$ cat src/rtl/core/pps_pkg.sv
// shared types and constants for the preemptive priority scheduler
// no dependencies; used by pps_cell and preemptive_priority_scheduler

package pps_pkg;

   localparam int MAX_JOBS_DEF = 16;

   localparam int TAG_W  = 8;
   localparam int PRIO_W = 8;
   localparam int TIME_W = 16;
   localparam int SUM_W  = 32;
   localparam int DONE_W = 5;

   localparam logic OP_LOAD = 1'b0;
   localparam logic OP_TICK = 1'b1;

   // one job as written into a slot
   typedef struct packed {
      logic [TAG_W-1:0]  tag;
      logic [PRIO_W-1:0] prio;
      logic [TIME_W-1:0] release_at;
      logic [TIME_W-1:0] length;
   } pps_job_type;

   // token that walks the cell row during a tick and carries the best job so far
   typedef struct packed {
      logic              valid;
      logic              found;
      logic [TIME_W-1:0] now;
      logic [TAG_W-1:0]  tag;
      logic [PRIO_W-1:0] prio;
      logic [TIME_W-1:0] release_at;
      logic [TIME_W-1:0] length;
      logic [TIME_W-1:0] remaining;
   } pps_token_type;

endpackage

$ cat src/rtl/core/preemptive_priority_scheduler.sv
// Preemptive priority scheduler. A load beat (req_op = 0) stores one job in the next free
// slot if any; its response strobes the cycle after acceptance; a new load can be taken
// every cycle. A tick beat (req_op = 1) sends a scan token down a row of MAX_JOBS slot
// cells, one cell per cycle, which admits released jobs and picks the highest-priority
// ready one; once the token leaves the row, the ST_SCAN, ST_WAIT and ST_SUM states apply
// the run and update the waiting total; busy stays high until the tick response strobes.
// The response is shown for exactly one cycle on rsp_strobe and cannot be held off.
// depends on pps_pkg and pps_cell

module preemptive_priority_scheduler #(
   parameter int MAX_JOBS = pps_pkg::MAX_JOBS_DEF
) (
   input  logic                         clock,
   input  logic                         reset,
   input  logic                         start,
   output logic                         busy,
   input  logic                         req_op,
   input  logic [pps_pkg::TAG_W-1:0]    req_job_tag,
   input  logic [pps_pkg::PRIO_W-1:0]   req_job_priority,
   input  logic [pps_pkg::TIME_W-1:0]   req_release_at,
   input  logic [pps_pkg::TIME_W-1:0]   req_run_length,
   output logic                         rsp_strobe,
   output logic                         rsp_accepted,
   output logic                         rsp_busy_res,
   output logic [pps_pkg::TAG_W-1:0]    rsp_ran_tag,
   output logic [pps_pkg::TIME_W-1:0]   rsp_left_after,
   output logic                         rsp_completed,
   output logic [pps_pkg::TIME_W-1:0]   rsp_job_wait,
   output logic [pps_pkg::SUM_W-1:0]    rsp_wait_sum,
   output logic [pps_pkg::DONE_W-1:0]   rsp_done_count,
   output logic [pps_pkg::TIME_W-1:0]   rsp_now_time
);

   localparam int IDX_W = (MAX_JOBS > 1) ? $clog2(MAX_JOBS) : 1;
   localparam int CNT_W = $clog2(MAX_JOBS + 1);
   localparam logic [CNT_W-1:0] CNT_MAX = CNT_W'(MAX_JOBS);

   typedef enum logic [1:0] {
      ST_IDLE,
      ST_SCAN,
      ST_WAIT,
      ST_SUM
   } state_type;

   state_type                       state_ff;
   logic [CNT_W-1:0]                slot_count_ff;
   logic [pps_pkg::TIME_W-1:0]      clock_time_ff;
   logic [pps_pkg::SUM_W-1:0]       total_ff;
   logic [pps_pkg::DONE_W-1:0]      done_ff;
   logic                            inj_ff;
   logic                            found_ff;
   logic [pps_pkg::TAG_W-1:0]       tag_ff;
   logic [pps_pkg::TIME_W-1:0]      left_ff;
   logic [pps_pkg::TIME_W:0]        spent_ff;
   logic                            completed_ff;
   logic [pps_pkg::TIME_W-1:0]      wait_ff;

   logic                            rsp_strobe_ff;
   logic                            rsp_accepted_ff;
   logic                            rsp_busy_res_ff;
   logic [pps_pkg::TAG_W-1:0]       rsp_ran_tag_ff;
   logic [pps_pkg::TIME_W-1:0]      rsp_left_after_ff;
   logic                            rsp_completed_ff;
   logic [pps_pkg::TIME_W-1:0]      rsp_job_wait_ff;

   logic                            accept;
   logic                            has_room;
   logic                            ld_en;
   pps_pkg::pps_job_type            ld_job;
   logic                            dec_en;
   logic [IDX_W-1:0]                dec_idx;
   pps_pkg::pps_token_type          tok_chain [MAX_JOBS+1];
   logic [IDX_W-1:0]                idx_chain [MAX_JOBS+1];
   pps_pkg::pps_token_type          tok_exit;
   logic [pps_pkg::TIME_W:0]        spent_in;
   logic [pps_pkg::TIME_W:0]        now_ext;
   logic [pps_pkg::TIME_W-1:0]      wait_in;
   logic                            completed_in;
   logic [pps_pkg::SUM_W:0]         sum_in;

   assign busy     = (state_ff != ST_IDLE);
   assign accept   = start && !busy;
   assign has_room = (slot_count_ff < CNT_MAX);
   assign ld_en    = accept && (req_op == pps_pkg::OP_LOAD) && has_room;

   always_comb begin
      ld_job.tag        = req_job_tag;
      ld_job.prio       = req_job_priority;
      ld_job.release_at = req_release_at;
      // zero length is stored as one unit
      ld_job.length     = (req_run_length == '0) ? pps_pkg::TIME_W'(1) : req_run_length;
   end

   always_comb begin
      tok_chain[0]       = '0;
      tok_chain[0].valid = inj_ff;
      tok_chain[0].now   = clock_time_ff;
      idx_chain[0]       = '0;
   end

   for (genvar g = 0; g < MAX_JOBS; g++) begin : g_cell
      pps_cell #(
         .IDX_W      (IDX_W),
         .CELL_INDEX (g)
      ) u_cell (
         .clock   (clock),
         .reset   (reset),
         .ld_en   (ld_en),
         .ld_idx  (slot_count_ff[IDX_W-1:0]),
         .ld_job  (ld_job),
         .dec_en  (dec_en),
         .dec_idx (dec_idx),
         .tok_in  (tok_chain[g]),
         .idx_in  (idx_chain[g]),
         .tok_out (tok_chain[g+1]),
         .idx_out (idx_chain[g+1])
      );
   end

   assign tok_exit = tok_chain[MAX_JOBS];
   assign dec_en   = (state_ff == ST_SCAN) && tok_exit.valid && tok_exit.found;
   assign dec_idx  = idx_chain[MAX_JOBS];

   assign spent_in     = {1'b0, tok_exit.release_at} + {1'b0, tok_exit.length};
   assign now_ext      = {1'b0, clock_time_ff};
   assign completed_in = found_ff && (left_ff == '0);
   assign wait_in      = (completed_in && (now_ext > spent_ff))
                         ? pps_pkg::TIME_W'(now_ext - spent_ff) : '0;
   assign sum_in       = {1'b0, total_ff} + {{(pps_pkg::SUM_W - pps_pkg::TIME_W + 1){1'b0}},
                                             wait_ff};

   always_ff @(posedge clock) begin
      if (reset) begin
         state_ff      <= ST_IDLE;
         slot_count_ff <= '0;
         clock_time_ff <= '0;
         total_ff      <= '0;
         done_ff       <= '0;
         inj_ff        <= 1'b0;
         rsp_strobe_ff <= 1'b0;
      end else begin
         rsp_strobe_ff <= 1'b0;
         inj_ff        <= 1'b0;
         unique case (state_ff)
            ST_IDLE: begin
               if (accept) begin
                  if (req_op == pps_pkg::OP_LOAD) begin
                     rsp_strobe_ff     <= 1'b1;
                     rsp_accepted_ff   <= has_room;
                     rsp_busy_res_ff   <= 1'b0;
                     rsp_ran_tag_ff    <= '0;
                     rsp_left_after_ff <= '0;
                     rsp_completed_ff  <= 1'b0;
                     rsp_job_wait_ff   <= '0;
                     if (has_room) begin
                        slot_count_ff <= slot_count_ff + 1'b1;
                     end
                  end else begin
                     inj_ff   <= 1'b1;
                     state_ff <= ST_SCAN;
                  end
               end
            end
            ST_SCAN: begin
               if (tok_exit.valid) begin
                  found_ff <= tok_exit.found;
                  tag_ff   <= tok_exit.found ? tok_exit.tag : '0;
                  left_ff  <= tok_exit.found ? (tok_exit.remaining - 1'b1) : '0;
                  spent_ff <= spent_in;
                  if (clock_time_ff != '1) begin
                     clock_time_ff <= clock_time_ff + 1'b1;
                  end
                  state_ff <= ST_WAIT;
               end
            end
            ST_WAIT: begin
               completed_ff <= completed_in;
               wait_ff      <= wait_in;
               state_ff     <= ST_SUM;
            end
            ST_SUM: begin
               total_ff <= sum_in[pps_pkg::SUM_W] ? '1 : sum_in[pps_pkg::SUM_W-1:0];
               if (completed_ff) begin
                  done_ff <= done_ff + 1'b1;
               end
               rsp_strobe_ff     <= 1'b1;
               rsp_accepted_ff   <= 1'b0;
               rsp_busy_res_ff   <= found_ff;
               rsp_ran_tag_ff    <= tag_ff;
               rsp_left_after_ff <= left_ff;
               rsp_completed_ff  <= completed_ff;
               rsp_job_wait_ff   <= wait_ff;
               state_ff          <= ST_IDLE;
            end
            default: begin
               state_ff <= ST_IDLE;
            end
         endcase
      end
   end

   assign rsp_strobe     = rsp_strobe_ff;
   assign rsp_accepted   = rsp_accepted_ff;
   assign rsp_busy_res   = rsp_busy_res_ff;
   assign rsp_ran_tag    = rsp_ran_tag_ff;
   assign rsp_left_after = rsp_left_after_ff;
   assign rsp_completed  = rsp_completed_ff;
   assign rsp_job_wait   = rsp_job_wait_ff;
   assign rsp_wait_sum   = total_ff;
   assign rsp_done_count = done_ff;
   assign rsp_now_time   = clock_time_ff;

   // the scan token leaves the row only while a tick is being scanned
   a_exit_in_scan: assert property (@(posedge clock) disable iff (reset)
      tok_exit.valid |-> (state_ff == ST_SCAN))
      else $error("scan token left the cell row outside a tick");

   a_count_bound: assert property (@(posedge clock) disable iff (reset)
      slot_count_ff <= CNT_MAX)
      else $error("slot count beyond table depth");

   // finished-job count moves only with a completing beat
   a_done_stable: assert property (@(posedge clock) disable iff (reset)
      (rsp_strobe_ff && !rsp_completed_ff) |-> $stable(done_ff))
      else $error("done count changed without a completion");

   a_sum_strobes: assert property (@(posedge clock) disable iff (reset)
      (state_ff == ST_SUM) |=> (rsp_strobe_ff && (state_ff == ST_IDLE)))
      else $error("tick finished without a response beat");

endmodule

$ cat src/rtl/core/pps_cell.sv
// one job slot of the scheduler row: holds the job and passes the scan token on
// depends on pps_pkg

module pps_cell #(
   parameter int IDX_W      = 4,
   parameter int CELL_INDEX = 0
) (
   input  logic                  clock,
   input  logic                  reset,
   input  logic                  ld_en,
   input  logic [IDX_W-1:0]      ld_idx,
   input  pps_pkg::pps_job_type  ld_job,
   input  logic                  dec_en,
   input  logic [IDX_W-1:0]      dec_idx,
   input  pps_pkg::pps_token_type tok_in,
   input  logic [IDX_W-1:0]      idx_in,
   output pps_pkg::pps_token_type tok_out,
   output logic [IDX_W-1:0]      idx_out
);

   localparam logic [IDX_W-1:0] MY_IDX = IDX_W'(CELL_INDEX);

   logic                          occ_ff;
   logic                          adm_ff;
   logic [pps_pkg::TAG_W-1:0]     tag_ff;
   logic [pps_pkg::PRIO_W-1:0]    prio_ff;
   logic [pps_pkg::TIME_W-1:0]    rel_ff;
   logic [pps_pkg::TIME_W-1:0]    len_ff;
   logic [pps_pkg::TIME_W-1:0]    rem_ff;
   pps_pkg::pps_token_type        tok_ff;
   pps_pkg::pps_token_type        tok_in_w;
   logic [IDX_W-1:0]              idx_ff;
   logic [IDX_W-1:0]              idx_in_w;

   logic release_due;
   logic ready;
   logic take;

   assign release_due = (rel_ff <= tok_in.now);
   assign ready       = occ_ff && (adm_ff || release_due) && (rem_ff != '0);
   assign take        = tok_in.valid && ready && (!tok_in.found || (prio_ff > tok_in.prio));

   always_comb begin
      tok_in_w = tok_in;
      idx_in_w = idx_in;
      if (take) begin
         tok_in_w.found      = 1'b1;
         tok_in_w.tag        = tag_ff;
         tok_in_w.prio       = prio_ff;
         tok_in_w.release_at = rel_ff;
         tok_in_w.length     = len_ff;
         tok_in_w.remaining  = rem_ff;
         idx_in_w            = MY_IDX;
      end
   end

   always_ff @(posedge clock) begin
      if (reset) begin
         occ_ff       <= 1'b0;
         adm_ff       <= 1'b0;
         tok_ff.valid <= 1'b0;
      end else begin
         tok_ff <= tok_in_w;
         idx_ff <= idx_in_w;
         if (ld_en && (ld_idx == MY_IDX)) begin
            occ_ff  <= 1'b1;
            adm_ff  <= 1'b0;
            tag_ff  <= ld_job.tag;
            prio_ff <= ld_job.prio;
            rel_ff  <= ld_job.release_at;
            len_ff  <= ld_job.length;
            rem_ff  <= ld_job.length;
         end else begin
            // admission happens as the token passes, against the pre-tick time
            if (tok_in.valid && occ_ff && release_due) begin
               adm_ff <= 1'b1;
            end
            if (dec_en && (dec_idx == MY_IDX)) begin
               rem_ff <= rem_ff - 1'b1;
            end
         end
      end
   end

   assign tok_out = tok_ff;
   assign idx_out = idx_ff;

endmodule
$ cat config.mk
export PLATFORM = sky130hd
export DESIGN_NAME = preemptive_priority_scheduler
export DESIGN_NICKNAME = d
export VERILOG_FILES = /design/src/rtl/core/pps_pkg.sv /design/src/rtl/core/preemptive_priority_scheduler.sv /design/src/rtl/core/pps_cell.sv
export SDC_FILE = /design/constraint.sdc
export NUM_CORES = 2
export LEC_CHECK = 0
export BUFFER_PORTS_ARGS = -buffer_cell sky130_fd_sc_hd__buf_2
export CAP_MARGIN = 10
export CELL_PAD_IN_SITES_DETAIL_PLACEMENT = 0
export CELL_PAD_IN_SITES_GLOBAL_PLACEMENT = 1
export CORE_MARGIN = 8
export CORE_UTILIZATION = 53
export DETAILED_ROUTE_END_ITERATION = 8
export GPL_ROUTABILITY_DRIVEN = 0
export MAX_ROUTING_LAYER = met4
export PLACE_DENSITY_LB_ADDON = 0.08
export SYNTH_ARGS = -nofsm -noshare
export SYNTH_HDL_FRONTEND = slang
export SYNTH_SLANG_ARGS = --single-unit
$ cat constraint.sdc
create_clock -name clock -period 36 [get_ports clock]
set_input_delay 1.8 -clock clock [delete_from_list [all_inputs] [get_ports clock]]
set_output_delay 1.8 -clock clock [all_outputs]
set_load 0.01 [all_outputs]
### Word level (Yosys, flattened, before mapping)

Index checks and enable logic that the tools add are counted.

* $add $sub $neg: 23
* order comparisons: 33
* equal/unequal tests: 38
* mux-type cells: 72
* bitwise operators: 4
* reductions and logical operators: 276

Operators by type and width (count)
* $mux W64: 15
* $mux W16: 35
* $sub A16 B1 Y16 const B: 17
* $le A16 B16 Y1: 16
* $reduce_bool A16 Y1: 16
* $logic_and A1 B1 Y1: 134
* $gt A8 B8 Y1: 15
* $reduce_and A2 Y1: 34
* $eq A4 B4 Y1 const B: 16
* $pmux W16 S2: 2
* $reduce_bool A2 Y1: 18
* $add A32 B16 Y33: 1
* $eq A4 B3 Y1 const B: 8
* $logic_not A16 Y1: 2
* $mux W32: 1
* $reduce_or A2 Y1: 16
* $logic_or A1 B1 Y1: 31
* $add A16 B16 Y17: 1
* $gt A16 B17 Y1: 1
* $add A16 B1 Y16 const B: 1
* $eq A4 B2 Y1 const B: 4
* $logic_not A1 Y1: 16
* $mux W8: 2
* $ne A16 B16 Y1 const B: 1
* other kinds (19): 43

* flip-flop bits (word level): 2557
* input bits: 52
* logic and storage cells: 718

### Logic depth before layout (Yosys ltp)

* depth in word-level cells: 8
* gate-level depth with buffers: 13
* depth with buffers taken out: 11

### By module

A second synthesis with hierarchy kept.

* cells, all modules: 7275
* area total of the unflattened synthesis: 113269.9 µm²

By module, submodules not included
* pps_cell (g_cell[10].u_cell ...): times used 3, cells an instance 400, area each 6521.3 µm²
* pps_cell (g_cell[1].u_cell ...): times used 2, cells an instance 400, area each 6523.8 µm²
* pps_cell (g_cell[13].u_cell ...): times used 2, cells an instance 401, area each 6518.8 µm²
* pps_cell (g_cell[11].u_cell ...): times used 2, cells an instance 400, area each 6507.5 µm²
* preemptive_priority_scheduler: times used 1, cells an instance 873, area each 8998.6 µm²
* pps_cell (g_cell[9].u_cell): times used 1, cells an instance 401, area each 6533.8 µm²
* pps_cell (g_cell[8].u_cell): times used 1, cells an instance 400, area each 6526.3 µm²
* pps_cell (g_cell[0].u_cell): times used 1, cells an instance 400, area each 6520.0 µm²
* pps_cell (g_cell[4].u_cell): times used 1, cells an instance 399, area each 6513.7 µm²
* pps_cell (g_cell[12].u_cell): times used 1, cells an instance 400, area each 6506.2 µm²
* pps_cell (g_cell[15].u_cell): times used 1, cells an instance 400, area each 6505.0 µm²
* pps_cell (g_cell[3].u_cell): times used 1, cells an instance 400, area each 6502.5 µm²

### Least setup slack after synthesis

Ideal clock, no wire load.

* kind: input port to flip-flop
* start point: input port reset
* end point: register g_cell[0].u_cell.tok_ff, in the netlist g_cell[0].u_cell.tok_out[0] (enable)
* arrival time: 27.484 ns
* data required time: 34.351 ns
* slack: 6.867 ns
* cell stages on the path: 3
* path buffers: 2
* cells stage by stage: clkbuf_1 clkbuf_1 inv_1

RTL lines
* start: declaration: line preemptive_priority_scheduler.sv:14 `input logic reset,`
* end signal: assignment: line pps_cell.sv:63 `tok_ff <= tok_in_w;`
* end: declaration: line pps_cell.sv:30 `pps_pkg::pps_token_type tok_ff;`

No word-level cell between the ends.

### Worst setup path after layout

* start point: input port reset
* end point: register g_cell[2].u_cell.tok_ff, in the netlist g_cell[2].u_cell.tok_out[43] (enable)

RTL lines (line)
* end signal: assignment: pps_cell.sv:63
* end: declaration: pps_cell.sv:30

No word-level cell between the ends.

==> results.md <==
- Final HPWL DP: about 170000 um
- Net count, final: roughly 8000
- Vias in the first global route: 58163
- CTS H-tree depth: 5
- WP data arrival: around 5.4 ns
- Fin. Hold Viols: 0
- Clk Latency, worst-skew pair: slightly above 0.9 ns
- DIE AREA: 221000 sq um
- Setup WS post-layout: 31.08 ns
- Top cells by area, synth: edfxtp_1 (67%), mux2_2 (9.6%), ha_1 (5.2%), dfxtp_1 (2.0%), inv_1 (1.6%)
- Worst slew margin: ~15%
- Multi-input logic area: between 30000 and 40000 sq um
- # hold bufs at CTS: 0
- Core Rows: about 170
- Asr flop ratio synth: 0%
- R2R setup slack: approximately 32 ns
- Min cycle time layout: approximately 4.9 ns
- Combinational fraction of design power: under 10%
- Int Pwr: approximately 5.2 mW
- # DRC: 0
- Hold Path End: g_cell[5].u_cell.tok_out[78]
- Sum of negative setup slack: 0 ns
- Clock Sinks: approximately 2600
- Dpl ws: approximately 30 ns
- Syn_area_per_cell: roughly 15 sq um
- Io pins: 150
- Skew final: 0.0527 ns
- Gr usage total: between 20% and 30%
- Post-synth EDFFs: 2447
- Max-cap violations: 0
- Mapped Nets: roughly 7700
- Hold Crit Class: reg2reg
- Post-DRT Antenna Nets: 0
- Critical path launch point type: input pin
- Drt total wl: between 200000 and 250000 um
- CTS Root Cell: clkbuf_16
- Hold path depth: 0
- Slew Limit Fails: 0
- Setup Crit Path Kind: in2reg
- Post-CTS Setup Inserts: 0
- CP endpoint kind: register
- RSZ-0062 raised after global routing: no
- Drt via density: 5.59
- Final Non-Filler Cells: 10348
- Number of CTS-inserted buffers: ~290
- Fin util: 59.8%
- Yosys Warn Count: 0
- Placed inst area: between 100000 and 150000 sq um
- 1st-pass router iterations: 6
- Synth Flop Type: edfxtp_1
- Placed Cells: roughly 9900
- Gate Count Post-Synth: approximately 7200
- Top cell type's share of synthesized area: between 60% and 70%
- Yosys cell types: 71
- Area of the core region: 205000 sq um
- Critical path peak fanout: approximately 160
- Commonest cells after routing, fill and taps aside: edfxtp_1 (2447), mux2_2 (934), inv_1 (465)
- Final period utilization: between 10 and 15%
- P&R area growth vs syn: 12.0%
- Total power: 6.51 mW
- R2r startpoint: state_ff[0]
- Largest net degree at the start of global routing: approximately 160
- CTS tree: done
- FF+latch area: 75700 sq um
- Net Sw Frac: 20.7%
- Post-synthesis mux area share: under 10%
- Synth area leader: edfxtp_1
- DR iter-0 viols: 4929
- Share of cells above drive strength 1: 22.0%
- FF+latch count, synth: ~2600
- Fill count: between 15000 and 20000
- Switching power: roughly 1.3 mW
- Synth Area in Adders: about 5.2%
- Sequential share of the synthesized area: between 60% and 70%
- Routed vias: ~58000
- Resized cells post-CTS: 0
- Antenna violations before repair: 8
- Die height: about 470 um
- Post-Synth XOR/XNOR Area: around 2.2%
- Sequential Power Share: between 50% and 60%
- CTS clk-pin slew, worst paths: approximately 0.060 ns
- I/O Buffers: between 100 and 150
- Post-synthesis compound-gate area fraction: between 4 and 5%
- Largest family of logic cells by synthesized area: multiplexers
- Most common cell after layout, fill and taps aside: edfxtp_1
- Leakage power total: approximately 44 nW
- Post-synthesis simple-gate area fraction: under 10%
- Clock share of power: between 40 and 50%
- Maximum clock path buffer count: 4
- Synth Cell Area: roughly 110000 sq um
- Worst EP required: 36.51 ns
- First-pass GRT wire length: 374000 um
- Avg WL per Cell: approximately 24 um
- Worst VDD drop: ~0.000047 V
- GR Overflow Total: 0
- Finished Cell Area: between 100000 and 150000 sq um
- Cell depth of the worst flop-to-flop path: 9
- Final setup viols: 0
- Die W: approximately 470 um
- Worst r2r dst: g_cell[3].u_cell.prio_ff[0]
- Hold_sp: g_cell[4].u_cell.tok_out[78]
- Pwr dens: approximately 53 nW/um^2
- Outcome: complete, no violations
- Crit path launch: reset
- Initial Utilization: around 53%
- Worst Max-Slew Pin Slew: 1.27 ns
- Fmax: a little over 200 MHz
- Hold Slack: roughly 0.45 ns
-- registers in the layout, summed over array words and instances, names as in the netlist, 16 cells and up --
signal                 cells
rsp_left_after            16
g_cell.u_cell.len_ff     256
g_cell.u_cell.occ_ff      16
g_cell.u_cell.rem_ff     256
g_cell.u_cell.idx_out     49
left_ff                   16
g_cell.u_cell.tok_out   1288
wait_ff                   16
g_cell.u_cell.rel_ff     256
rsp_wait_sum              32
g_cell.u_cell.adm_ff      16
spent_ff                  17
g_cell.u_cell.tag_ff     128
g_cell.u_cell.prio_ff    128
rsp_job_wait              16
rsp_now_time              16
-- worst max-delay path, cell delays in order --
cell	delay [ns]
buf_6	0.21
inv_8	0.74
buf_12	0.71
buf_4	0.87
buf_4	0.75
-- synth_stat cells, drive strengths merged (137+ instances only) --
library cell and n:
nor2 388, o21ai 203, edfxtp 2447, and2 137, mux2 952, a21o 140, nand2 248, xnor2 173
clkbuf 166, ha 451, a21oi 330, inv 466
-- how the worst max path moves through the flow --
stage | cells after the start | slack (ns) | endpoint
after floorplan | 3 | 6.87 | g_cell[0].u_cell.tok_out[0]
after global placement | 5 | 30.29 | g_cell[2].u_cell.tok_out[46]
final | 5 | 31.08 | g_cell[2].u_cell.tok_out[43]
after detailed placement | 5 | 30.20 | g_cell[1].u_cell.tok_out[76]
after CTS | 5 | 31.17 | g_cell[2].u_cell.tok_out[43]
after global routing | 5 | 30.91 | g_cell[2].u_cell.tok_out[43]
-- area by class of cell --
cell class	instances	share of cell area, %
multi-input combinational	3888	25.5
inverter	466	1.43
clock inverter	114	0.934
clock buffer	373	6.38
antenna	7	0.0143
sequential	2557	61.7
tap	2688	2.74
timing repair buffer	255	1.27
-- power by group through the flow --
| stage | Clock, mW | Combinational (mW) | Sequential [mW] |
|---|---|---|---|
| finish | 2.82 | 0.277 | 3.42 |
| CTS | 2.88 | 0.281 | 3.42 |
| detailed placement | 0 | 0.278 | 3.48 |
| global placement | 0 | 0.273 | 3.48 |
| global route | 2.99 | 0.306 | 3.43 |
| floorplan | 0 | 0.170 | 3.54 |
-- metal layers --
metal  global-route usage, %  share of wire (%)  vias up
met1                    32.0                 46    28641
li1                        -                  -    27288
met2                    35.2                 46     1509
met4                    6.22                2.7        0
met5                       -                  0        -
met3                    3.39                5.6      397
-- cell families (layout without fill, tap and decap cells) --
family                   Yosys count  in the layout
flip-flops                      2557           2557
buffers and inverters            712           1208
adder cells (fa/ha/maj)          454            454
AND/OR/NAND/NOR                 1343           1343
other                              0              7
XOR/XNOR                         272            272
AO/OA/AOI/OAI                    863            863
multiplexers                     956            956
(Power assumes the default switching activity.)
